==> src/hw/rtl/cpc_pkg.sv <==
// Shared types and constants for the pressure/temperature compensation pipeline.
// No dependencies; every other file in hw/rtl imports this package.
package cpc_pkg;

  // Configuration register indexes
  typedef enum logic [2:0] {
    REG_SENS_BASE     = 3'd0,
    REG_OFFSET_BASE   = 3'd1,
    REG_SENS_TEMPCO   = 3'd2,
    REG_OFFSET_TEMPCO = 3'd3,
    REG_REF_TEMP      = 3'd4,
    REG_TEMP_SLOPE    = 3'd5,
    REG_BAND_LOW      = 3'd6,
    REG_BAND_HIGH     = 3'd7
  } reg_idx_t;

  localparam logic [17:0] BAND_LOW_RST  = 18'd1000;
  localparam logic [17:0] BAND_HIGH_RST = 18'd120000;

  // 20.00 C in hundredths, and the offset that moves the -15.00 C knee to zero
  localparam logic signed [19:0] TEMP_BASE = 20'sd2000;
  localparam logic signed [18:0] VLOW_OFS  = 19'sd3500;

  // Output saturation limits (19-bit signed)
  localparam logic signed [31:0] OUT_MAX = 32'sd262143;
  localparam logic signed [31:0] OUT_MIN = -32'sd262144;

  // Register stages from input transfer to output register
  localparam int unsigned CPC_DEPTH = 9;

  typedef struct packed {
    logic [15:0] c1;
    logic [15:0] c2;
    logic [15:0] c3;
    logic [15:0] c4;
    logic [15:0] c5;
    logic [15:0] c6;
    logic [17:0] band_low;
    logic [17:0] band_high;
  } cfg_t;

  // First-order terms
  typedef struct packed {
    logic        [23:0] d1;
    logic signed [17:0] tm;    // TEMP - 2000
    logic        [16:0] t2;
    logic signed [35:0] off;
    logic signed [33:0] sens;
  } base_t;

  // Fully compensated terms
  typedef struct packed {
    logic        [23:0] d1;
    logic signed [19:0] temp;
    logic signed [40:0] off;
    logic signed [40:0] sens;
  } comp_t;

endpackage

==> src/hw/rtl/cpc_second.sv <==
// Second-order correction below 20.00 C, with the extra term below -15.00 C.
// Three register stages. Depends on cpc_pkg.
module cpc_second (
  input  logic           clk,
  input  logic           rst_n,
  input  logic           up_valid,
  output logic           up_ready,
  input  cpc_pkg::base_t up_data,
  output logic           dn_valid,
  input  logic           dn_ready,
  output cpc_pkg::comp_t dn_data
);
  import cpc_pkg::*;

  logic               v1_r, v2_r, v3_r;
  logic               rdy1, rdy2, rdy3;
  logic signed [35:0] sqa;
  logic signed [18:0] tp;
  logic signed [37:0] sqb;
  logic        [33:0] sq1_r, sq2_r;
  logic               lo_r, vlo_r;
  logic signed [19:0] temp_nxt, tempa_r, tempb_r;
  logic        [16:0] t2_r;
  logic signed [35:0] offa_r, offb_r;
  logic signed [33:0] sensa_r, sensb_r;
  logic        [23:0] d1a_r, d1b_r;
  logic        [37:0] f5, f7, f11;
  logic        [38:0] off2_nxt, sens2_nxt, off2_r, sens2_r;
  logic signed [19:0] tempf_nxt;
  comp_t              comp_nxt, comp_r;

  assign rdy3     = !v3_r || dn_ready;
  assign rdy2     = !v2_r || rdy3;
  assign rdy1     = !v1_r || rdy2;
  assign up_ready = rdy1;

  // Stage 1: squares of (TEMP-2000) and (TEMP+1500)
  assign sqa      = up_data.tm * up_data.tm;
  assign tp       = $signed({up_data.tm[17], up_data.tm}) + VLOW_OFS;
  assign sqb      = tp * tp;
  assign temp_nxt = $signed({{2{up_data.tm[17]}}, up_data.tm}) + TEMP_BASE;

  always_ff @(posedge clk) begin
    if (!rst_n) begin
      v1_r <= 1'b0;
    end else if (rdy1) begin
      v1_r <= up_valid;
    end
  end

  always_ff @(posedge clk) begin
    if (rdy1 && up_valid) begin
      sq1_r   <= sqa[33:0];
      sq2_r   <= sqb[33:0];
      lo_r    <= up_data.tm[17];
      vlo_r   <= tp[18];
      tempa_r <= temp_nxt;
      t2_r    <= up_data.t2;
      offa_r  <= up_data.off;
      sensa_r <= up_data.sens;
      d1a_r   <= up_data.d1;
    end
  end

  // Stage 2: OFF2, SENS2 by shift-add, corrected TEMP
  assign f5  = {2'b00, sq1_r, 2'b00} + {4'b0000, sq1_r};
  assign f7  = {1'b0, sq2_r, 3'b000} - {4'b0000, sq2_r};
  assign f11 = {1'b0, sq2_r, 3'b000} + {3'b000, sq2_r, 1'b0} + {4'b0000, sq2_r};

  always_comb begin
    off2_nxt  = '0;
    sens2_nxt = '0;
    tempf_nxt = tempa_r;
    if (lo_r) begin
      off2_nxt  = {2'b00, f5[37:1]};
      sens2_nxt = {3'b000, f5[37:2]};
      if (vlo_r) begin
        off2_nxt  = off2_nxt + {1'b0, f7};
        sens2_nxt = sens2_nxt + {2'b00, f11[37:1]};
      end
      tempf_nxt = tempa_r - $signed({3'b000, t2_r});
    end
  end

  always_ff @(posedge clk) begin
    if (!rst_n) begin
      v2_r <= 1'b0;
    end else if (rdy2) begin
      v2_r <= v1_r;
    end
  end

  always_ff @(posedge clk) begin
    if (rdy2 && v1_r) begin
      off2_r  <= off2_nxt;
      sens2_r <= sens2_nxt;
      tempb_r <= tempf_nxt;
      offb_r  <= offa_r;
      sensb_r <= sensa_r;
      d1b_r   <= d1a_r;
    end
  end

  // Stage 3: apply corrections to OFF and SENS
  always_comb begin
    comp_nxt.d1   = d1b_r;
    comp_nxt.temp = tempb_r;
    comp_nxt.off  = $signed({{5{offb_r[35]}}, offb_r}) - $signed({2'b00, off2_r});
    comp_nxt.sens = $signed({{7{sensb_r[33]}}, sensb_r}) - $signed({2'b00, sens2_r});
  end

  always_ff @(posedge clk) begin
    if (!rst_n) begin
      v3_r <= 1'b0;
    end else if (rdy3) begin
      v3_r <= v2_r;
    end
  end

  always_ff @(posedge clk) begin
    if (rdy3 && v2_r) begin
      comp_r <= comp_nxt;
    end
  end

  assign dn_valid = v3_r;
  assign dn_data  = comp_r;

endmodule

==> config.mk <==
export PLATFORM = sky130hd
export DESIGN_NAME = cpc_second
export DESIGN_NICKNAME = d
export VERILOG_FILES = /design/src/hw/rtl/cpc_pkg.sv /design/src/hw/rtl/cpc_second.sv
export SDC_FILE = /design/constraint.sdc
export NUM_CORES = 2
export LEC_CHECK = 0
export ABC_AREA = 1
export BUFFER_PORTS_ARGS = -buffer_cell sky130_fd_sc_hd__buf_2
export CAP_MARGIN = 20
export CORE_MARGIN = 8
export CORE_UTILIZATION = 38
export CTS_CLUSTER_SIZE = 24
export DETAILED_ROUTE_END_ITERATION = 8
export GPL_ROUTABILITY_DRIVEN = 0
export MAX_ROUTING_LAYER = met4
export PLACE_DENSITY = 0.58
export RECOVER_POWER = 100
export SYNTH_ARGS = -nofsm -noshare
export SYNTH_HDL_FRONTEND = slang
export SYNTH_SLANG_ARGS = --single-unit
==> constraint.sdc <==
create_clock -name clk -period 16.35 [get_ports clk]
set_clock_uncertainty 0.15 [all_clocks]
set_input_delay 4.905 -clock clk [delete_from_list [all_inputs] [get_ports clk]]
set_output_delay 4.905 -clock clk [all_outputs]
set_load 0.03 [all_outputs]
# Yosys cells after proc, flatten, opt, wreduce, memory -nomap -nowiden
# Index checks and enable logic that the tools add are counted.
# W data, S select, Z words.
# totals
reg_bits	521
inputBits	133
out_inout_bits	128
# classes
addsub	11
n_mul	2
n_mux	3
n_reduce_logical	10
# ops
cell	n
$sub A36 B40 Y41	1
$sub A34 B39 Y40	1
$add A36 B38 Y39	1
$add A35 B37 Y38	1
$add A37 B35 Y38	1
$add A38 B34 Y38	1
$sub A37 B34 Y38	1
$add A36 B34 Y37	1
$mux W37	1
$mux W36	1
$mul A18 B18 Y34	1
$mul A19 B19 Y34	1
$mux W20	1
$sub A20 B18 Y20	1
$add A18 B12 Y19 const B	1
$add A18 B13 Y19 const B	1
$logic_and A1 B1 Y1	3
$logic_not A1 Y1	3
$logic_or A1 B1 Y1	3
$reduce_and A2 Y1	1

# Logic depth before layout (Yosys ltp)
# logic_depth
depth_word	5
mapped_depth	40
ltp_nobuf	37

# Worst setup path before layout
# Ideal clock, no wire load.
# synth_timing
kind	input-to-reg
startpoint	in up_data[90] (netlist name)
endpoint	reg sq2_r[33] (data pin)
setup_ns	0.252
arrival_time_ns	11.582
t_required_ns	15.948
setup_slack_ns	4.366
stages	36
cell_sequence	buf_2 buf_1 inv_1 ha_1 inv_1 nand2_1 nand2_1 nand3_2 nand2_2 nand2_2 o21ai_2 buf_6 buf_4 nor2_1 fa_1 inv_1 fa_1 inv_1 fa_1 inv_1 fa_1 inv_1 fa_1 inv_1 fa_1 inv_1 ha_1 ha_1 nand2_1 nor2_1 nand2_1 or2_2 nand3_1 inv_1 nand2_1 nand2_1
# synth_via
elab_chain_len	2
# synth_rtl
item	line_no	source
start: declaration	cpc_second.sv:8	input cpc_pkg::base_t up_data,
$add A18 B13 Y19	cpc_second.sv:39	assign tp = $signed({up_data.tm[17], up_data.tm}) + VLOW_OFS;
$mul A19 B19 Y34	cpc_second.sv:40	assign sqb = tp * tp;
net sqb[33]	cpc_second.sv:19	logic signed [37:0] sqb;
end signal: assignment	cpc_second.sv:54	sq2_r <= sqb[33:0];
end: declaration	cpc_second.sv:20	logic [33:0] sq1_r, sq2_r;
# The timed path passes the listed nets, and every way through them passes these cells.
# A chain may end at the register's enable or synchronous reset.

# Worst setup path after layout
# layout_timing
startpoint	in up_data[91] (netlist name)
endpoint	reg sq2_r[31] (data pin)
# The elaborated chain is that of the path after synthesis.

==> qor.yml <==
synth_edf_count: 510
multi_input_area_mm2: 0.0363
post-dp-hpwl_um: 144000
yosys.area.top_type: "edfxtp_1"
cts.htree.levels: 2
cts_root_buf: "clkbuf_16"
finalSetupTns_ns: 0
post_drt_wl_per_cell_um: 18.8
fmax_mhz: 70.2
layout_common_cells: "nand2_1, inv_1, fa_1"
min_to: "sensb_r[22]$_DFFE_PP_"
die_x_um: 405
syn-instance-count: 6861
numCtsBuffers: 54
drive_gt1_share_pct: 4.46
placedInstanceArea_mm2: 0.0612
path_clk_slew_ns: 0.06
dpl.cell_count: 9084
row_count: 143
rr_worst_depth: 7
r2r_start: "dn_valid$_SDFFE_PN0P_"
cts_tree: "done"
min_path_cells: 0
final_common_cell: "nand2_1"
slew_headroom_pct: -167
postCtsSetupBuffers: 0
grt_max_degree: 75
worst_pin_slew_ns: 4.01
die_y_um: 405
synth.distinct_cells: 61
postRouteAntennaNets: 0
drv_slew: 743
floorplan.initialDensity_pct: 38.1
crit_path_end_kind: "register"
n_fill_cell: 15300
path_class: "input pin to register"
synth_area_leaders: "edfxtp_1, fa_1, ha_1"
final_cells: 9186
finalInstanceArea_mm2: 0.0628
io_buffer_count: 260
setup_violations: 0
clk-insertion-delay-late_ns: 0.66
ys_seq_elements: 513
cap_violations: 16
r2r_setup_slack_ns: 8.08
synth.avg_cell_area_um2: 8.39
synthArstFlopShare_pct: 0
critical_path.startpoint_type: "input pin"
synth-seq-area-share_pct: 26.7
antenna_found_initial: 3
area.sequential_mm2: 0.0154
final_nets: 8342
syn_to_final_growth_pct: 9.02
ios: 261
cp_slowest_cell: "nor2_1"
rr_endpoint: "off2_r[7]$_SDFFCE_PN0P_"
cts_buffer_depth: 3
worstPathArrival_ns: 14.50
drc_errors: 2
coreArea_mm2: 0.151
synth_ff_type: "edfxtp_1"
grt_usage_pct: 21.3
ctsHoldBuffers: 0
dieArea_mm2: 0.164
min_period_ns: 14.24
hold_viol_final: 0
grt-ovfl-total: 0
vias: 46700
cp_slowest_stage_delay_ns: 1.26
grt_first_pass_wirelength_um: 267000
vias_per_cell: 5.08
period_share_pct: 87.1
first_iter_violations: 3565
required_ns: 16.60
yosysWarningCount: 0
synth_area_mm2: 0.0576
netlist.area_leader.share_pct: 26.6
outcome: "complete, but fails checks"
cts.sinks: 513
grt_pass1_vias: 47500
cp_max_fo: 22
first_pass_iters: 9
min_from: "sensa_r[22]$_DFFE_PP_"
hp-class: "register to register"
critPathMostFrequentCell: "fa_1"
routed_wl_um: 173000
cts_resized: 0
rsz0062_at_grt: "no"
violations: "design-rule violations, max-capacitance violations, max-slew violations"
==> cell usage after synthesis, drive strengths merged (15+ instances only) <==
cell type and number:
nand2 1489, inv 1460, fa 628, nor2 614
edfxtp 510, ha 471, a21oi 444, nand3 291
o21ai 220, xor2 185, xnor2 66, nor3 61
nand4 60, o21bai 57, buf 49, a21o 40
a31oi 40, clkbuf 36, nand3b 24, and2 21
or2 15
==> registers in the layout (all words and copies together), names as in the netlist, 18 cells and up <==
name and count:
dn_data 125, off2_r 38, sens2_r 38, offa_r 36
offb_r 36, sensa_r 34, sensb_r 34, sq1_r 33
sq2_r 31, d1a_r 24, d1b_r 24, tempb_r 20
tempa_r 18
==> final cells by class <==
class                           instances  area share, %
Multi-Input combinational cell       4799           57.8
Inverter                             1465           8.77
Sequential cell                       513           24.5
Antenna cell                            1        0.00399
Clock buffer                           60           2.19
Clock inverter                         41          0.833
Tap cell                             2030           4.05
Timing Repair Buffer                  277           1.91
==> worst max-delay path by stage <==
stage	from	to	slack (ns)	cells past startpoint
2_1_floorplan	up_data[90]	sq2_r[33]$_DFFE_PP_	4.37	36
3_3_place_gp	up_data[91]	sq2_r[31]$_DFFE_PP_	3.14	31
3_5_place_dp	up_data[89]	sq2_r[31]$_DFFE_PP_	2.99	32
4_1_cts	up_data[89]	sq2_r[31]$_DFFE_PP_	3.72	32
5_1_grt	up_data[90]	sq2_r[33]$_DFFE_PP_	1.59	34
6_report	up_data[91]	sq2_r[31]$_DFFE_PP_	2.11	30
==> layer usage <==
layer / wire, µm / up-vias / global-route usage, %
li1: - / 22200 / -
met1: 73600 / 22500 / 27.1
met2: 79100 / 1542 / 34.2
met3: 11000 / 387 / 2.53
met4: 9030 / 0 / 9.37
met5: 0 / - / -
==> cells by family (layout without fill, tap and decap cells) <==
logic type,Yosys count,in the layout,synth area share (%)
AOI/OAI and AO/OA,858,858,8.38
xor gates and xnor gates,251,251,3.84
adders and majority gates,1099,1099,32.1
buffers and inverters,1550,1843,10.3
DFF,513,513,26.7
other,1,3,0.00651
and+or+nand+nor,2589,2589,18.8
==> metrics by stage <==
step / worst slack [ns] / hold slack, ns / util [%]
2_1_floorplan: 4.37 / 0.250 / -
3_3_place_gp: 3.14 / 0.250 / 40.5
3_5_place_dp: 2.99 / 0.255 / 40.5
4_1_cts: 3.72 / 0.255 / 41.7
5_1_grt: 1.59 / 0.268 / 41.5
6_report: 2.11 / 0.254 / 41.5
==> worst max-delay path, delay by kind of cell <==
family / cells / cell delay [ns]
and+or+nand+nor: 14 / 3.60
adders and majority gates: 8 / 3.52
buffers and inverters: 6 / 2.05
AOI/OAI and AO/OA: 2 / 0.38
Power is left out: the tool's default activity adds up to more than one toggle a clock period on the data nets, which glitch-free logic cannot reach.
