File: src/hw/rtl/cpc_pkg.sv
// Shared types and constants for the pressure/temperature compensation pipeline.
// No dependencies; every other file in hw/rtl imports this package.
package cpc_pkg;

  // Configuration register indexes
  typedef enum logic [2:0] {
    REG_SENS_BASE     = 3'd0,
    REG_OFFSET_BASE   = 3'd1,
    REG_SENS_TEMPCO   = 3'd2,
    REG_OFFSET_TEMPCO = 3'd3,
    REG_REF_TEMP      = 3'd4,
    REG_TEMP_SLOPE    = 3'd5,
    REG_BAND_LOW      = 3'd6,
    REG_BAND_HIGH     = 3'd7
  } reg_idx_t;

  localparam logic [17:0] BAND_LOW_RST  = 18'd1000;
  localparam logic [17:0] BAND_HIGH_RST = 18'd120000;

  // 20.00 C in hundredths, and the offset that moves the -15.00 C knee to zero
  localparam logic signed [19:0] TEMP_BASE = 20'sd2000;
  localparam logic signed [18:0] VLOW_OFS  = 19'sd3500;

  // Output saturation limits (19-bit signed)
  localparam logic signed [31:0] OUT_MAX = 32'sd262143;
  localparam logic signed [31:0] OUT_MIN = -32'sd262144;

  // Register stages from input transfer to output register
  localparam int unsigned CPC_DEPTH = 9;

  typedef struct packed {
    logic [15:0] c1;
    logic [15:0] c2;
    logic [15:0] c3;
    logic [15:0] c4;
    logic [15:0] c5;
    logic [15:0] c6;
    logic [17:0] band_low;
    logic [17:0] band_high;
  } cfg_t;

  // First-order terms
  typedef struct packed {
    logic        [23:0] d1;
    logic signed [17:0] tm;    // TEMP - 2000
    logic        [16:0] t2;
    logic signed [35:0] off;
    logic signed [33:0] sens;
  } base_t;

  // Fully compensated terms
  typedef struct packed {
    logic        [23:0] d1;
    logic signed [19:0] temp;
    logic signed [40:0] off;
    logic signed [40:0] sens;
  } comp_t;

endpackage

File: src/hw/rtl/cpc_press.sv
// Pressure: split D1*SENS product, floor shifts, saturation and band test.
// Three register stages, the last one is the output register. Depends on cpc_pkg.
module cpc_press (
  input  logic               clk,
  input  logic               rst_n,
  input  cpc_pkg::cfg_t      cfg,
  input  logic               up_valid,
  output logic               up_ready,
  input  cpc_pkg::comp_t     up_data,
  output logic               out_valid,
  input  logic               out_ready,
  output logic signed [18:0] temperature_centi,
  output logic signed [18:0] pressure_pascal,
  output logic               in_band
);
  import cpc_pkg::*;

  logic               v1_r, v2_r, v3_r;
  logic               rdy1, rdy2, rdy3;
  logic        [44:0] pl_nxt, pl_r;
  logic signed [44:0] ph_nxt, ph_r;
  logic signed [40:0] offa_r;
  logic signed [19:0] tempa_r, tempb_r;
  logic signed [46:0] diff_nxt, diff_r;
  logic signed [31:0] p;
  logic signed [18:0] press_nxt, temp_nxt, press_r, temp_r;
  logic               band_nxt, band_r;

  assign rdy3     = !v3_r || out_ready;
  assign rdy2     = !v2_r || rdy3;
  assign rdy1     = !v1_r || rdy2;
  assign up_ready = rdy1;

  // Stage 1: two partial products, SENS split at bit 21
  assign pl_nxt = {21'd0, up_data.d1} * {24'd0, up_data.sens[20:0]};
  assign ph_nxt = $signed({1'b0, up_data.d1}) * $signed(up_data.sens[40:21]);

  always_ff @(posedge clk) begin
    if (!rst_n) begin
      v1_r <= 1'b0;
    end else if (rdy1) begin
      v1_r <= up_valid;
    end
  end

  always_ff @(posedge clk) begin
    if (rdy1 && up_valid) begin
      pl_r    <= pl_nxt;
      ph_r    <= ph_nxt;
      offa_r  <= up_data.off;
      tempa_r <= up_data.temp;
    end
  end

  // Stage 2: floor(D1*SENS / 2^21) - OFF
  assign diff_nxt = $signed({{2{ph_r[44]}}, ph_r}) + $signed({23'd0, pl_r[44:21]})
                  - $signed({{6{offa_r[40]}}, offa_r});

  always_ff @(posedge clk) begin
    if (!rst_n) begin
      v2_r <= 1'b0;
    end else if (rdy2) begin
      v2_r <= v1_r;
    end
  end

  always_ff @(posedge clk) begin
    if (rdy2 && v1_r) begin
      diff_r  <= diff_nxt;
      tempb_r <= tempa_r;
    end
  end

  // Stage 3: final shift, saturate, band test on the unsaturated pressure
  assign p = diff_r[46:15];

  always_comb begin
    priority if (p > OUT_MAX) begin
      press_nxt = OUT_MAX[18:0];
    end else if (p < OUT_MIN) begin
      press_nxt = OUT_MIN[18:0];
    end else begin
      press_nxt = p[18:0];
    end
    priority if ($signed({{12{tempb_r[19]}}, tempb_r}) > OUT_MAX) begin
      temp_nxt = OUT_MAX[18:0];
    end else if ($signed({{12{tempb_r[19]}}, tempb_r}) < OUT_MIN) begin
      temp_nxt = OUT_MIN[18:0];
    end else begin
      temp_nxt = tempb_r[18:0];
    end
    band_nxt = (p >= $signed({14'd0, cfg.band_low})) &&
               (p <= $signed({14'd0, cfg.band_high}));
  end

  always_ff @(posedge clk) begin
    if (!rst_n) begin
      v3_r <= 1'b0;
    end else if (rdy3) begin
      v3_r <= v2_r;
    end
  end

  always_ff @(posedge clk) begin
    if (rdy3 && v2_r) begin
      press_r <= press_nxt;
      temp_r  <= temp_nxt;
      band_r  <= band_nxt;
    end
  end

  assign out_valid         = v3_r;
  assign temperature_centi = temp_r;
  assign pressure_pascal   = press_r;
  assign in_band           = band_r;

endmodule

File: config.mk
export PLATFORM = sky130hd
export DESIGN_NAME = cpc_press
export DESIGN_NICKNAME = d
export VERILOG_FILES = /design/src/hw/rtl/cpc_pkg.sv /design/src/hw/rtl/cpc_press.sv
export SDC_FILE = /design/constraint.sdc
export NUM_CORES = 2
export LEC_CHECK = 0
export ABC_AREA = 1
export BUFFER_PORTS_ARGS = -buffer_cell sky130_fd_sc_hd__buf_2
export CAP_MARGIN = 10
export CORE_ASPECT_RATIO = 1.2
export CORE_MARGIN = 5
export CORE_UTILIZATION = 58
export DETAILED_ROUTE_END_ITERATION = 8
export HOLD_SLACK_MARGIN = 0.1
export PLACE_DENSITY = 0.83
export RECOVER_POWER = 25
export SLEW_MARGIN = 20
export SYNTH_ARGS = -nofsm -noshare
export SYNTH_HDL_FRONTEND = slang
export SYNTH_SLANG_ARGS = --single-unit
File: constraint.sdc
create_clock -name clk -period 6.1 [get_ports clk]
set_clock_uncertainty 0.15 [all_clocks]
set_input_delay 0 -clock clk [delete_from_list [all_inputs] [get_ports clk]]
set_output_delay 0 -clock clk [all_outputs]
set_load 0.1 [all_outputs]
Word-level counts from Yosys, hierarchy flattened --
Index checks and enable logic that the tools add are counted. W data, S select, Z words.
Storage, ports and cells: register bits after elaboration 260, memory bits (writable) 0, input port bits 262, memory bits (read-only) 0, memories 0, word-level logic and storage cells 34, output and inout port bits 41, latch bits 0
Cells by class: bitwise gates (word level) 0, mux-type cells 2, divide/modulo/power cells 0, reduce and logical (&&, ||, !) cells 10, order comparisons 6, equal/unequal tests 0, shift operators 0, $add $sub $neg 2, multiply operators 2
Operator list (number):
- $sub A46 B41 Y47 | 1
- $add A45 B25 Y46 | 1
- $mul A24 B21 Y45 | 1
- $mul A25 B20 Y45 | 1
- $mux W19 | 2
- $ge A32 B19 Y1 | 1
- $gt A32 B19 Y1 const B | 1
- $le A32 B19 Y1 | 1
- $lt A32 B19 Y1 const B | 1
- $gt A20 B19 Y1 const B | 1
- $lt A20 B19 Y1 const B | 1
- $logic_and A1 B1 Y1 | 4
- $logic_not A1 Y1 | 3
- $logic_or A1 B1 Y1 | 3

Longest topological paths before layout --
word-level depth 5, depth in mapped cells 29, depth with buffers taken out 27

Worst setup path after synthesis --
OpenSTA, ideal clock, no wires.
kind input to register, start input port up_data[111] (netlist bit), end register ph_r[29] (data pin), stages 27, arrival 5.520 ns, setup slack 0.177 ns, path buffers 2, library setup time 0.252 ns, required time 5.698 ns, cells stage by stage clkbuf_1 > clkbuf_1 > nand2_1 > inv_1 > fa_1 > fa_1 > inv_1 > fa_1 > inv_1 > fa_1 > inv_1 > fa_1 > inv_1 > fa_1 > inv_1 > fa_1 > inv_1 > ha_1 > a21o_1 > nor2_1 > inv_1 > a21oi_1 > o21ai_1 > a21oi_1 > o21ai_1 > nand2_1 > nand2_1
On the way: longest elaborated chain between the ends 1
RTL lines:
- from (decl) | line cpc_press.sv:9 | input cpc_pkg::comp_t up_data,
- $mul A25 B20 Y45 | line cpc_press.sv:36 | assign ph_nxt = $signed({1'b0, up_data.d1}) * $signed(up_data.sens[40:21]);
- net ph_nxt[29] | line cpc_press.sv:21 | logic signed [44:0] ph_nxt, ph_r;
- to (signal assigned) | line cpc_press.sv:49 | ph_r <= ph_nxt;
- to (decl) | line cpc_press.sv:21
The timed path passes the listed nets, and every way through them passes these cells. A chain may end at the register's enable or synchronous reset.

Worst setup path after layout --
start input port up_data[119] (netlist bit), end register ph_r[43] (data pin)
Same word-level chain as after synthesis.

==> key figures <==
Yosys
  – Register bit total from synthesis: 224
  – Mapped Cells: 5782
  – Count leader, synth: inv_1
  – Synth top area cells: fa_1, edfxtp_1, inv_1
  – Ys async rst share: 0%
  – Syn nets: 7310
  – Netlist Area Pre-Place: 0.0465 mm^2
  – Synth top area share: 35.8%
  – Yosys warns: 0
  – Sequential element share of the synthesized area: 14.4%
  – Post-synth EDFFs: 221
  – Netlist cell types: 47
  – Commonest cells post-synth: inv_1, nand2_1, fa_1
  – Cell taking the most area after synthesis: fa_1
  – Synthesized area per cell: 8.04 um^2
  – Top FF cell, synth: edfxtp_1

Drt
  – Detail Route met2 WL: 63400 um
  – Vias post-DR: 39200
  – Iteration-0 DRC Markers: 3072
  – Sum of routed wire length over all layers: 130000 um
  – WL/cell: 17.8 um
  – Via/cell ratio: 5.35
  – DRC violations left: 0
  – First-pass DRT Iterations: 6
  – Top layer in use: met5
  – Met3 routed WL: 10700 um
  – Antenna-violating nets left: 0
  – Wl on met1: 47200 um

Setup path
  – Crit-path leading delay family: adder cells
  – R2R Setup Slk: 2.64 ns
  – WP data required: 6.31 ns
  – Critical-path top delay cell: fa_1
  – CP Buf/Inv Count: 6
  – CP dominant cell by count: fa_1
  – Reg-to-Reg End: in_band
  – Worst reg2reg path depth: 7
  – CP max stage delay: 0.55 ns
  – Critical path capture point type: flop
  – Crit-path max FO: 12
  – CP Cell Sequence: buf_2, buf_4, nand2_1, fa_1, fa_1, fa_1, inv_1, fa_1, fa_1, fa_1, inv_1, fa_1, inv_1, ha_1, nand2_1, nor2_1, inv_1, nor4_1, nand3_1, nand3_1, xor2_1
  – Critical Path Start Type: input port
  – Critical Path Start: up_data[119]
  – CP arrival: 6.06 ns
  – Critical path class: in -> reg
  – Critical path depth: 21
  – Crit path to: ph_r[43]
  – Reg-to-Reg Start: diff_r[43]

Clocking
  – CTS tree: done
  – Root Driver: clkbuf_16
  – CTS Buf Count: 22
  – Clk Latency, worst-skew pair: 0.54 ns
  – # H-tree levels: 1
  – # clock sinks: 224
  – # Post-CTS Setup Buffers: 0
  – Clock-pin slew on the worst setup and hold paths: 0.07 ns
  – Clk buf depth: 3

Final layout
  – Area grow syn2layout: 13.6%
  – Final Instance Count excl. Fillers: 7321
  – Layout cells sized above 1: 8.88%
  – Design Area, Final: 0.0528 mm^2
  – # nets final: 7795

Floorplanning
  – Die width: 268 um
  – Core Area: 0.0793 mm^2
  – Total die area: 0.0859 mm^2
  – Die height: 320 um
  – Initial Utilization: 58.6%
  – Cell Rows: 113
  – # IOs: 303

Placed design
  – IO buf count: 206
  – Cell Area, Placed: 0.0508 mm^2
  – Dpl ws: -0.224 ns
  – HPWL Detailed: 110000 um
  – Inst Count DP: 7148
  – Final RePlAce weighted congestion: 1.02

Timing
  – Final WS setup: 0.247 ns
  – Setup violators final: 0
  – Count of pins over their slew limit: 40
  – Final hold vios: 0
  – Tcrit/Tclk final: 96.0%
  – Worst-margin pin slew: 2.18 ns
  – RSZ-0062 raised after global routing: no
  – Slew HR: -45.3%
  – WHS: 0.145 ns
  – Fmax: 171 MHz
  – Post-route minimum period: 5.85 ns

Run status
  – Status: finished, violations left
  – Failing checks: max-capacitance violations, max-slew violations

Worst hold path
  – Worst Hold Class: in -> reg

Global route
  – Largest net degree at the start of global routing: 72
  – Tot GR Track Use: 30.7%
  – First-pass GRT wire length: 211000 um
  – Number of global-route vias before repair: 42500
  – Global route total overflow: 0
  – Initial antenna violation count: 5

Run
  – Max_cap viols: 1
[worst min-delay path by stage]
stage / from / to / cells after the start
6_report: up_data[40] / ph_r[44] / 5
5_1_grt: rst_n / v1_r / 4
4_1_cts: rst_n / v2_r / 4
3_5_place_dp: up_data[68] / offa_r[27] / 1
3_3_place_gp: up_data[92] / tempa_r[10] / 1
2_1_floorplan: up_data[41] / offa_r[0] / 0
[layout by cell type (no fill, tap or decap), drive strengths merged, types with 2 or more instances in the layout]
cell	Yosys	routed
o211ai	3	3
xor2	74	74
nor3b	2	2
dfxtp	3	3
a21o	24	24
xnor2	25	25
fa	830	830
nand2	1379	1379
nor2	268	268
inv	1766	1770
clkinvlp	0	2
bufinv	0	3
o311ai	2	2
nand3	71	71
a31oi	17	17
a21oi	207	207
nor4	7	7
and3	3	3
clkbuf	194	64
buf	5	488
or2	15	15
nand3b	2	2
clkinv	1	9
o21a	16	16
nor3	31	31
dlygate4sd3	0	130
a211oi	6	6
nand4	23	23
o21bai	18	18
a21boi	6	6
edfxtp	221	221
o2111ai	2	2
diode	0	4
ha	436	436
o21ai	121	121
[flip-flops by register name (all words and copies together) (netlist names)]
name               flops
temperature_centi     19
pressure_pascal       19
diff_r                32
tempb_r               20
out_valid              1
v2_r                   1
in_band                1
v1_r                   1
offa_r                41
ph_r                  45
tempa_r               20
pl_r                  24
[worst min-delay path, stage by stage]
cell and delay (ns):
buf_2 0.15, ha_1 0.18, xnor2_1 0.13, xor2_1 0.09, xor2_1 0.14
[area by class of cell]
| cell class | instances | area (um^2) |
|---|---|---|
| multi-input cells | 3592 | 32400 |
| fillers | 6160 | 26500 |
| flip-flops and latches | 224 | 6700 |
| inverters | 1767 | 6640 |
| repair buffers | 660 | 5000 |
| well taps | 1035 | 1290 |
| clock buffers | 22 | 551 |
| clock inverters | 17 | 191 |
| diodes | 4 | 10.0 |
[through the flow]
step / TNS, ns / utilization, %
floorplan: 0 / -
global placement: -2.45 / 64.0
detailed placement: -4.26 / 64.0
CTS: 0 / 66.6
global route: 0 / 66.5
finish: 0 / 66.5
[layer usage]
| layer | global-route usage [%] | up-vias |
|---|---|---|
| li1 | - | 17700 |
| met1 | 37.1 | 19000 |
| met2 | 52.9 | 1961 |
| met3 | 4.43 | 527 |
| met4 | 16.8 | 6 |
| met5 | 0 | - |
[what timing repair did]
action	CTS	global route
resized for setup	0	1
endpoints found under the hold margin	129	0
hold buffers	130	0
endpoints found under the setup margin	0	1
[logic make-up after synthesis]
kind of cell             synth area share, %
AND/OR/NAND/NOR                         15.2
adder cells (fa/ha/maj)                 47.5
AO/OA/AOI/OAI                           5.15
flip-flops                              14.4
buffers and inverters                   15.9
XOR/XNOR                                1.87
Power is not shown: default switching activity piles up to over one toggle a cycle in this logic, so the estimate is an artifact.
