$ cat src/hw/rtl/cpc_pkg.sv
// Shared types and constants for the pressure/temperature compensation pipeline.
// No dependencies; every other file in hw/rtl imports this package.
package cpc_pkg;

  // Configuration register indexes
  typedef enum logic [2:0] {
    REG_SENS_BASE     = 3'd0,
    REG_OFFSET_BASE   = 3'd1,
    REG_SENS_TEMPCO   = 3'd2,
    REG_OFFSET_TEMPCO = 3'd3,
    REG_REF_TEMP      = 3'd4,
    REG_TEMP_SLOPE    = 3'd5,
    REG_BAND_LOW      = 3'd6,
    REG_BAND_HIGH     = 3'd7
  } reg_idx_t;

  localparam logic [17:0] BAND_LOW_RST  = 18'd1000;
  localparam logic [17:0] BAND_HIGH_RST = 18'd120000;

  // 20.00 C in hundredths, and the offset that moves the -15.00 C knee to zero
  localparam logic signed [19:0] TEMP_BASE = 20'sd2000;
  localparam logic signed [18:0] VLOW_OFS  = 19'sd3500;

  // Output saturation limits (19-bit signed)
  localparam logic signed [31:0] OUT_MAX = 32'sd262143;
  localparam logic signed [31:0] OUT_MIN = -32'sd262144;

  // Register stages from input transfer to output register
  localparam int unsigned CPC_DEPTH = 9;

  typedef struct packed {
    logic [15:0] c1;
    logic [15:0] c2;
    logic [15:0] c3;
    logic [15:0] c4;
    logic [15:0] c5;
    logic [15:0] c6;
    logic [17:0] band_low;
    logic [17:0] band_high;
  } cfg_t;

  // First-order terms
  typedef struct packed {
    logic        [23:0] d1;
    logic signed [17:0] tm;    // TEMP - 2000
    logic        [16:0] t2;
    logic signed [35:0] off;
    logic signed [33:0] sens;
  } base_t;

  // Fully compensated terms
  typedef struct packed {
    logic        [23:0] d1;
    logic signed [19:0] temp;
    logic signed [40:0] off;
    logic signed [40:0] sens;
  } comp_t;

endpackage

$ cat src/hw/rtl/cpc_front.sv
// First-order compensation: dT, the four products on dT, and TEMP/OFF/SENS.
// Three register stages. Depends on cpc_pkg.
module cpc_front (
  input  logic           clk,
  input  logic           rst_n,
  input  cpc_pkg::cfg_t  cfg,
  input  logic           up_valid,
  output logic           up_ready,
  input  logic [23:0]    pressure_code,
  input  logic [23:0]    temperature_code,
  output logic           dn_valid,
  input  logic           dn_ready,
  output cpc_pkg::base_t dn_data
);
  import cpc_pkg::*;

  logic               v1_r, v2_r, v3_r;
  logic               rdy1, rdy2, rdy3;
  logic        [23:0] d1a_r, d1b_r;
  logic signed [24:0] dt_nxt, dt_r;
  logic signed [16:0] c6s, c4s, c3s;
  logic signed [40:0] mt_nxt, mo_nxt, ms_nxt;
  logic signed [40:0] mt_r, mo_r, ms_r;
  logic signed [49:0] mdd_full;
  logic        [47:0] mdd_r;
  base_t              base_nxt, base_r;

  // Stall chain: a stage takes new data when empty or when it drains
  assign rdy3     = !v3_r || dn_ready;
  assign rdy2     = !v2_r || rdy3;
  assign rdy1     = !v1_r || rdy2;
  assign up_ready = rdy1;

  // Stage 1: temperature difference
  assign dt_nxt = $signed({1'b0, temperature_code}) - $signed({1'b0, cfg.c5, 8'h00});

  always_ff @(posedge clk) begin
    if (!rst_n) begin
      v1_r <= 1'b0;
    end else if (rdy1) begin
      v1_r <= up_valid;
    end
  end

  always_ff @(posedge clk) begin
    if (rdy1 && up_valid) begin
      dt_r  <= dt_nxt;
      d1a_r <= pressure_code;
    end
  end

  // Stage 2: products on dT
  assign c6s      = $signed({1'b0, cfg.c6});
  assign c4s      = $signed({1'b0, cfg.c4});
  assign c3s      = $signed({1'b0, cfg.c3});
  assign mt_nxt   = dt_r * c6s;
  assign mo_nxt   = dt_r * c4s;
  assign ms_nxt   = dt_r * c3s;
  assign mdd_full = dt_r * dt_r;

  always_ff @(posedge clk) begin
    if (!rst_n) begin
      v2_r <= 1'b0;
    end else if (rdy2) begin
      v2_r <= v1_r;
    end
  end

  always_ff @(posedge clk) begin
    if (rdy2 && v1_r) begin
      mt_r  <= mt_nxt;
      mo_r  <= mo_nxt;
      ms_r  <= ms_nxt;
      mdd_r <= mdd_full[47:0];
      d1b_r <= d1a_r;
    end
  end

  // Stage 3: floor shifts and base terms
  always_comb begin
    base_nxt.d1   = d1b_r;
    base_nxt.tm   = mt_r[40:23];
    base_nxt.t2   = mdd_r[47:31];
    base_nxt.off  = $signed({4'b0000, cfg.c2, 16'h0000})
                  + $signed({{2{mo_r[40]}}, mo_r[40:7]});
    base_nxt.sens = $signed({3'b000, cfg.c1, 15'h0000})
                  + $signed({ms_r[40], ms_r[40:8]});
  end

  always_ff @(posedge clk) begin
    if (!rst_n) begin
      v3_r <= 1'b0;
    end else if (rdy3) begin
      v3_r <= v2_r;
    end
  end

  always_ff @(posedge clk) begin
    if (rdy3 && v2_r) begin
      base_r <= base_nxt;
    end
  end

  assign dn_valid = v3_r;
  assign dn_data  = base_r;

endmodule

$ cat config.mk
export PLATFORM = sky130hd
export DESIGN_NAME = cpc_front
export DESIGN_NICKNAME = d
export VERILOG_FILES = /design/src/hw/rtl/cpc_pkg.sv /design/src/hw/rtl/cpc_front.sv
export SDC_FILE = /design/constraint.sdc
export NUM_CORES = 2
export LEC_CHECK = 0
export BUFFER_PORTS_ARGS = -buffer_cell sky130_fd_sc_hd__buf_2
export CORE_ASPECT_RATIO = 1.1
export CORE_MARGIN = 1.5
export CORE_UTILIZATION = 25
export CTS_CLUSTER_SIZE = 14
export DETAILED_ROUTE_END_ITERATION = 10
export PLACE_DENSITY_LB_ADDON = 0.25
export SETUP_SLACK_MARGIN = 0.05
export SLEW_MARGIN = 15
export SYNTH_ARGS = -nofsm -noshare
export SYNTH_HDL_FRONTEND = slang
export SYNTH_SLANG_ARGS = --single-unit
export TNS_END_PERCENT = 20
$ cat constraint.sdc
create_clock -name clk -period 12.9 [get_ports clk]
set_input_delay 1.935 -clock clk [delete_from_list [all_inputs] [get_ports clk]]
set_output_delay 1.935 -clock clk [all_outputs]
set_load 0.02 [all_outputs]
### Word level (Yosys, flattened, before mapping)

Cells that the tools add are included.

| cells by class | value |
|---|---|
| $add $sub $neg | 3 |
| $mul | 4 |
| divide/modulo/power cells | 0 |
| $lt $le $gt $ge | 0 |
| equality and inequality tests | 0 |
| shift-type cells | 0 |
| mux-type cells | 0 |
| bitwise operators | 0 |
| reduce and logical (&&, ||, !) cells | 9 |

Operator list:

| cell | number |
|---|---|
| multiplier 25 x 17 -> 41 bit | 3 |
| multiplier 25 x 25 -> 48 bit | 1 |
| adder 33 x 34 -> 35 bit | 1 |
| adder 32 x 33 -> 34 bit | 1 |
| subtractor 24 x 24 -> 25 bit | 1 |
| logical AND 1 bit | 3 |
| zero test 1 bit | 3 |
| logical OR 1 bit | 3 |

| word-level totals | value |
|---|---|
| bits in registers | 376 |
| latch bits | 0 |
| memory bits (writable) | 0 |
| bits in read-only memories | 0 |
| bits of input ports | 184 |
| output and inout port bits | 131 |
| memories kept | 0 |

### Depth between registers and ports, before layout

| logic depth | value |
|---|---|
| depth after elaboration | 5 |
| gate-level depth with buffers | 30 |

### Least setup slack after synthesis

Ideal clock, no wire load.

| timing path | value |
|---|---|
| path kind | input to register |
| start | input port dn_ready |
| end | register d1b_r[0] (enable) |
| data arrival time | 11133 ps |
| slack | 963 ps |
| stages | 2 |
| buffers on the path | 0 |
| path through | nor2b_1 a21boi_0 |

| between the ends | value |
|---|---|
| longest elaborated chain between the ends | 3 |

RTL lines:

| item | RTL line | source |
|---|---|---|
| start, declared | cpc_front.sv:12 | `input logic dn_ready,` |
| logical OR 1 bit | cpc_front.sv:29 | `assign rdy3 = !v3_r \|\| dn_ready;` |
| logical OR 1 bit | cpc_front.sv:30 | `assign rdy2 = !v2_r \|\| rdy3;` |
| logical AND 1 bit | cpc_front.sv:70 | `if (rdy2 && v1_r) begin` |
| end signal, assigned | cpc_front.sv:75 | `d1b_r <= d1a_r;` |
| end, declared | cpc_front.sv:19 | `logic [23:0] d1a_r, d1b_r;` |

No other way between the ends.
A chain may end at the register's enable or synchronous reset.

### Worst setup path after layout

| timing path | value |
|---|---|
| start | input port cfg[41] in the netlist's numbering |
| end | register mt_r[36] (data pin) |

| between the ends | value |
|---|---|
| longest elaborated chain between the ends | 1 |

RTL lines:

| item | RTL line | source |
|---|---|---|
| start, declared | cpc_front.sv:6 | `input cpc_pkg::cfg_t cfg,` |
| multiplier 25 x 17 -> 41 bit | cpc_front.sv:56 | `assign mt_nxt = dt_r * c6s;` |
| named net mt_nxt[36] | cpc_front.sv:22 | `logic signed [40:0] mt_nxt, mo_nxt, ms_nxt;` |
| end signal, assigned | cpc_front.sv:71 | `mt_r <= mt_nxt;` |
| end, declared | cpc_front.sv:23 | `logic signed [40:0] mt_r, mo_r, ms_r;` |

The timed path passes the listed nets, and every way through them passes these cells.

==> run_results.csv <==
group,metric,value,unit
logic_synthesis,synth_fp_nets,9502,
clock_network,cts.hold.buffers_added,0,
drt,wl_met2,94.53,mm
floorplanning,io_pins,315,
clock_network,insertion_delay,700,ps
run_status,status,"finished, final reports clean",
final_layout,drive_above_1_share,5.892,%
global_routing,grt_pass1_wl,302.8,mm
place,dpl-instance-area,0.07651,mm2
place,dp_hpwl,144.8,mm
run,max_cap_viol_count,0,
floorplanning,row_count,205,
logic_synthesis,yosysSeqAreaShare,12.89,%
clock_network,cts_max_path_buffers,3,
clock_network,cts_made_buffers,43,
timing,hold_viol,0,
floorplanning,chipHeight,562.1,um
global_routing,grt_pass1_vias,52850,
worst_setup_path,endpoint,"mt_r[36]",
place,dp_cells,10840,
place,place_ws,3384,ps
logic_synthesis,yosysTopAreaCell,"fa_1",
worst_setup_path,cp-startpoint,"cfg[41]",
floorplanning,die_w,511.3,um
place,numPortBuffers,278,
drt,drc,0,
worst_setup_path,setup.worst_path.class,"in2reg",
clock_network,root_buffer,"clkbuf_16",
worst_setup_path,crit_required,13320,ps
logic_synthesis,syn_inst,7084,
logic_synthesis,synth_edf_count,303,
timing,max_freq,112.2,MHz
worst_setup_path,cp.arrival,9330,ps
timing,finalSetupViolCount,0,
clock_network,post_cts_buffers,0,
clock_network,cts.sinks,306,
drt,viasPerCell,4.182,
clock_network,clk_pin_slew,60,ps
logic_synthesis,ys.flop_type,"edfxtp_1",
global_routing,antenna_found_initial,41,
timing,worst_pin_slew,922.0,ps
logic_synthesis,ys_ff_latch,306,
worst_setup_path,critPathMaxFanout,25,
logic_synthesis,yosysTopAreaCellShare,49.17,%
global_routing,grtUsageTotal,13.53,%
final_layout,post_layout_nonfiller_instances,10930,
timing,slew_headroom,37.89,%
drt,top_layer_used,"met5",
clock_network,cts_max_level,2,
worst_setup_path,start_kind,"primary input",
logic_synthesis,synth.area.top_cells,"fa_1 (49%), edfxtp_1 (13%), inv_1 (10%), ha_1 (8.6%), and2_1 (5.6%)",
floorplanning,die-area,0.2874,mm2
clock_network,post_cts_resized,0,
logic_synthesis,ys_types,71,
final_layout,mostFrequentLayoutCell,"inv_1",
timing,finalMaxSlewViolations,0,
place,gp_congestion,0.8032,
timing,skew,42.16,ps
drt,wl_per_cell,17.13,um
final_layout,layout_common_cells,"inv_1 (1,956), fa_1 (1,745), nand2_1 (890), and2_1 (631), ha_1 (489)",
drt,met3WireLength,7.383,mm
clock_network,cts_tree,"yes",
final_layout,fin_area,0.07790,mm2
final_layout,finalNetCount,9581,
drt,drt_iter0_markers,1867,
worst_setup_path,r2r-start,"dt_r[9]",
logic_synthesis,syn_area_per_cell,10.03,um2
timing,setup_slack,3989,ps
drt,vias,45720,
drt,wl_met1,82.08,mm
logic_synthesis,synthArstFlopShare,0,%
min_path,hold_class,"reg2reg",
floorplanning,core_area,0.2832,mm2
timing,finalCritPeriodShare,69.08,%
worst_setup_path,reg2reg_slack,4090,ps
timing,grt_setup_unrepaired,"false",
drt,totalWireLength,187.2,mm
drt,dr.pass1.iters,5,
final_layout,area_growth,9.653,%
worst_setup_path,worst-r2r-cell-count,27,
floorplanning,floorplan.initialDensity,25.09,%
logic_synthesis,syn_area,0.07104,mm2
timing,setup_tns,0,ps
global_routing,grt-ovfl-total,0,
global_routing,grt_max_degree,76,
worst_setup_path,r2r-end,"mdd_r[45]",
drt,ant_nets,0,
logic_synthesis,yosysWarnings,0,
worst_setup_path,crit_path_end_kind,"register",
timing,period_minus_slack,8911,ps
==> through the flow <==
step | util, % | hold slack (ps)
final | 27.51 | 408.2
after global placement | 27.02 | 400.2
after CTS | 27.50 | 402.6
after floorplan | - | 400.3
after detailed placement | 27.02 | 404.5
after global routing | 27.51 | 416.7
==> metal layers <==
metal  vias to the layer above  track usage, %
met2                       795           24.11
met4                        14           2.368
met1                     24120           17.65
met5                         -               0
met3                       177           1.672
li1                      20610               -
==> cells in the mapped netlist, types with 4 or more instances <==
master and n:
fa_1 1745, a211oi_1 6, ha_1 489, xor2_1 44, a21boi_0 8, nand4_1 9
a21o_1 47, o21ai_1 14, and4_1 6, nor2_1 115, inv_1 1956, nand2_1 890
xnor2_1 138, or2_2 6, nand2b_1 17, nor3_1 28, o211ai_1 9, o21a_1 25
o21ai_0 41, a41o_1 4, a31oi_1 8, a21oi_1 91, and2_1 631, nor2b_1 39
o21bai_1 9, o2111ai_1 6, a221oi_1 4, edfxtp_1 303, a21boi_1 6, and3_1 12
clkbuf_1 300, nand3_1 18, a41oi_1 4
==> logic make-up after synthesis <==
kind of cell,share of synthesized area [%]
xor+xnor,2.244
simple gates,12.18
fa+ha+maj,57.79
compound gates,2.936
flops,12.89
buf+inv,11.95
mux,0.01409
==> worst min-delay path by stage <==
stage / startpoint / to / slack, ps / cells past startpoint
final: d1b_r[2] / dn_data[107] / 410 / 0
after global routing: d1a_r[3] / d1b_r[3] / 420 / 0
after CTS: d1b_r[2] / dn_data[107] / 400 / 0
after detailed placement: d1a_r[2] / d1b_r[2] / 400 / 0
after global placement: d1a_r[1] / d1b_r[1] / 400 / 0
after floorplan: d1a_r[0] / d1b_r[0] / 400 / 0
==> sequential cells by signal, summed over array words and instances, names as in the netlist <==
name and count:
dn_data 128, mo_r 34, ms_r 33, dt_r 25
d1a_r 24, d1b_r 24, mt_r 18, mdd_r 17
dn_valid 1, v1_r 1, v2_r 1
==> area by class of cell <==
class	instances	area (um2)
repair buffers	338	1917
diodes	9	22.52
inverters	1956	7342
fillers	30170	205300
flip-flops and latches	306	9159
clock buffers	47	1091
clock inverters	31	276.5
well taps	3726	4662
multi-input cells	4518	53430
==> worst max-delay path, cell delays in order <==
cell and delay [ps]:
buf_2 590, nand2_1 180, fa_1 560, inv_1 40, fa_1 480, inv_1 50
fa_1 500, inv_1 60, fa_1 520, inv_1 50, fa_1 480, inv_1 50
fa_1 450, ha_1 300, a211oi_1 340, o22ai_1 140, nor4_1 370, a311oi_1 250
a21bo_2 330, a211oi_2 340, o21ai_1 270, nor2_1 340, nor2_1 60, a2111oi_0 480
nor2_1 90
Power is left out: the tool's default activity adds up to more than one toggle a clock period on the data nets, which glitch-free logic cannot reach.
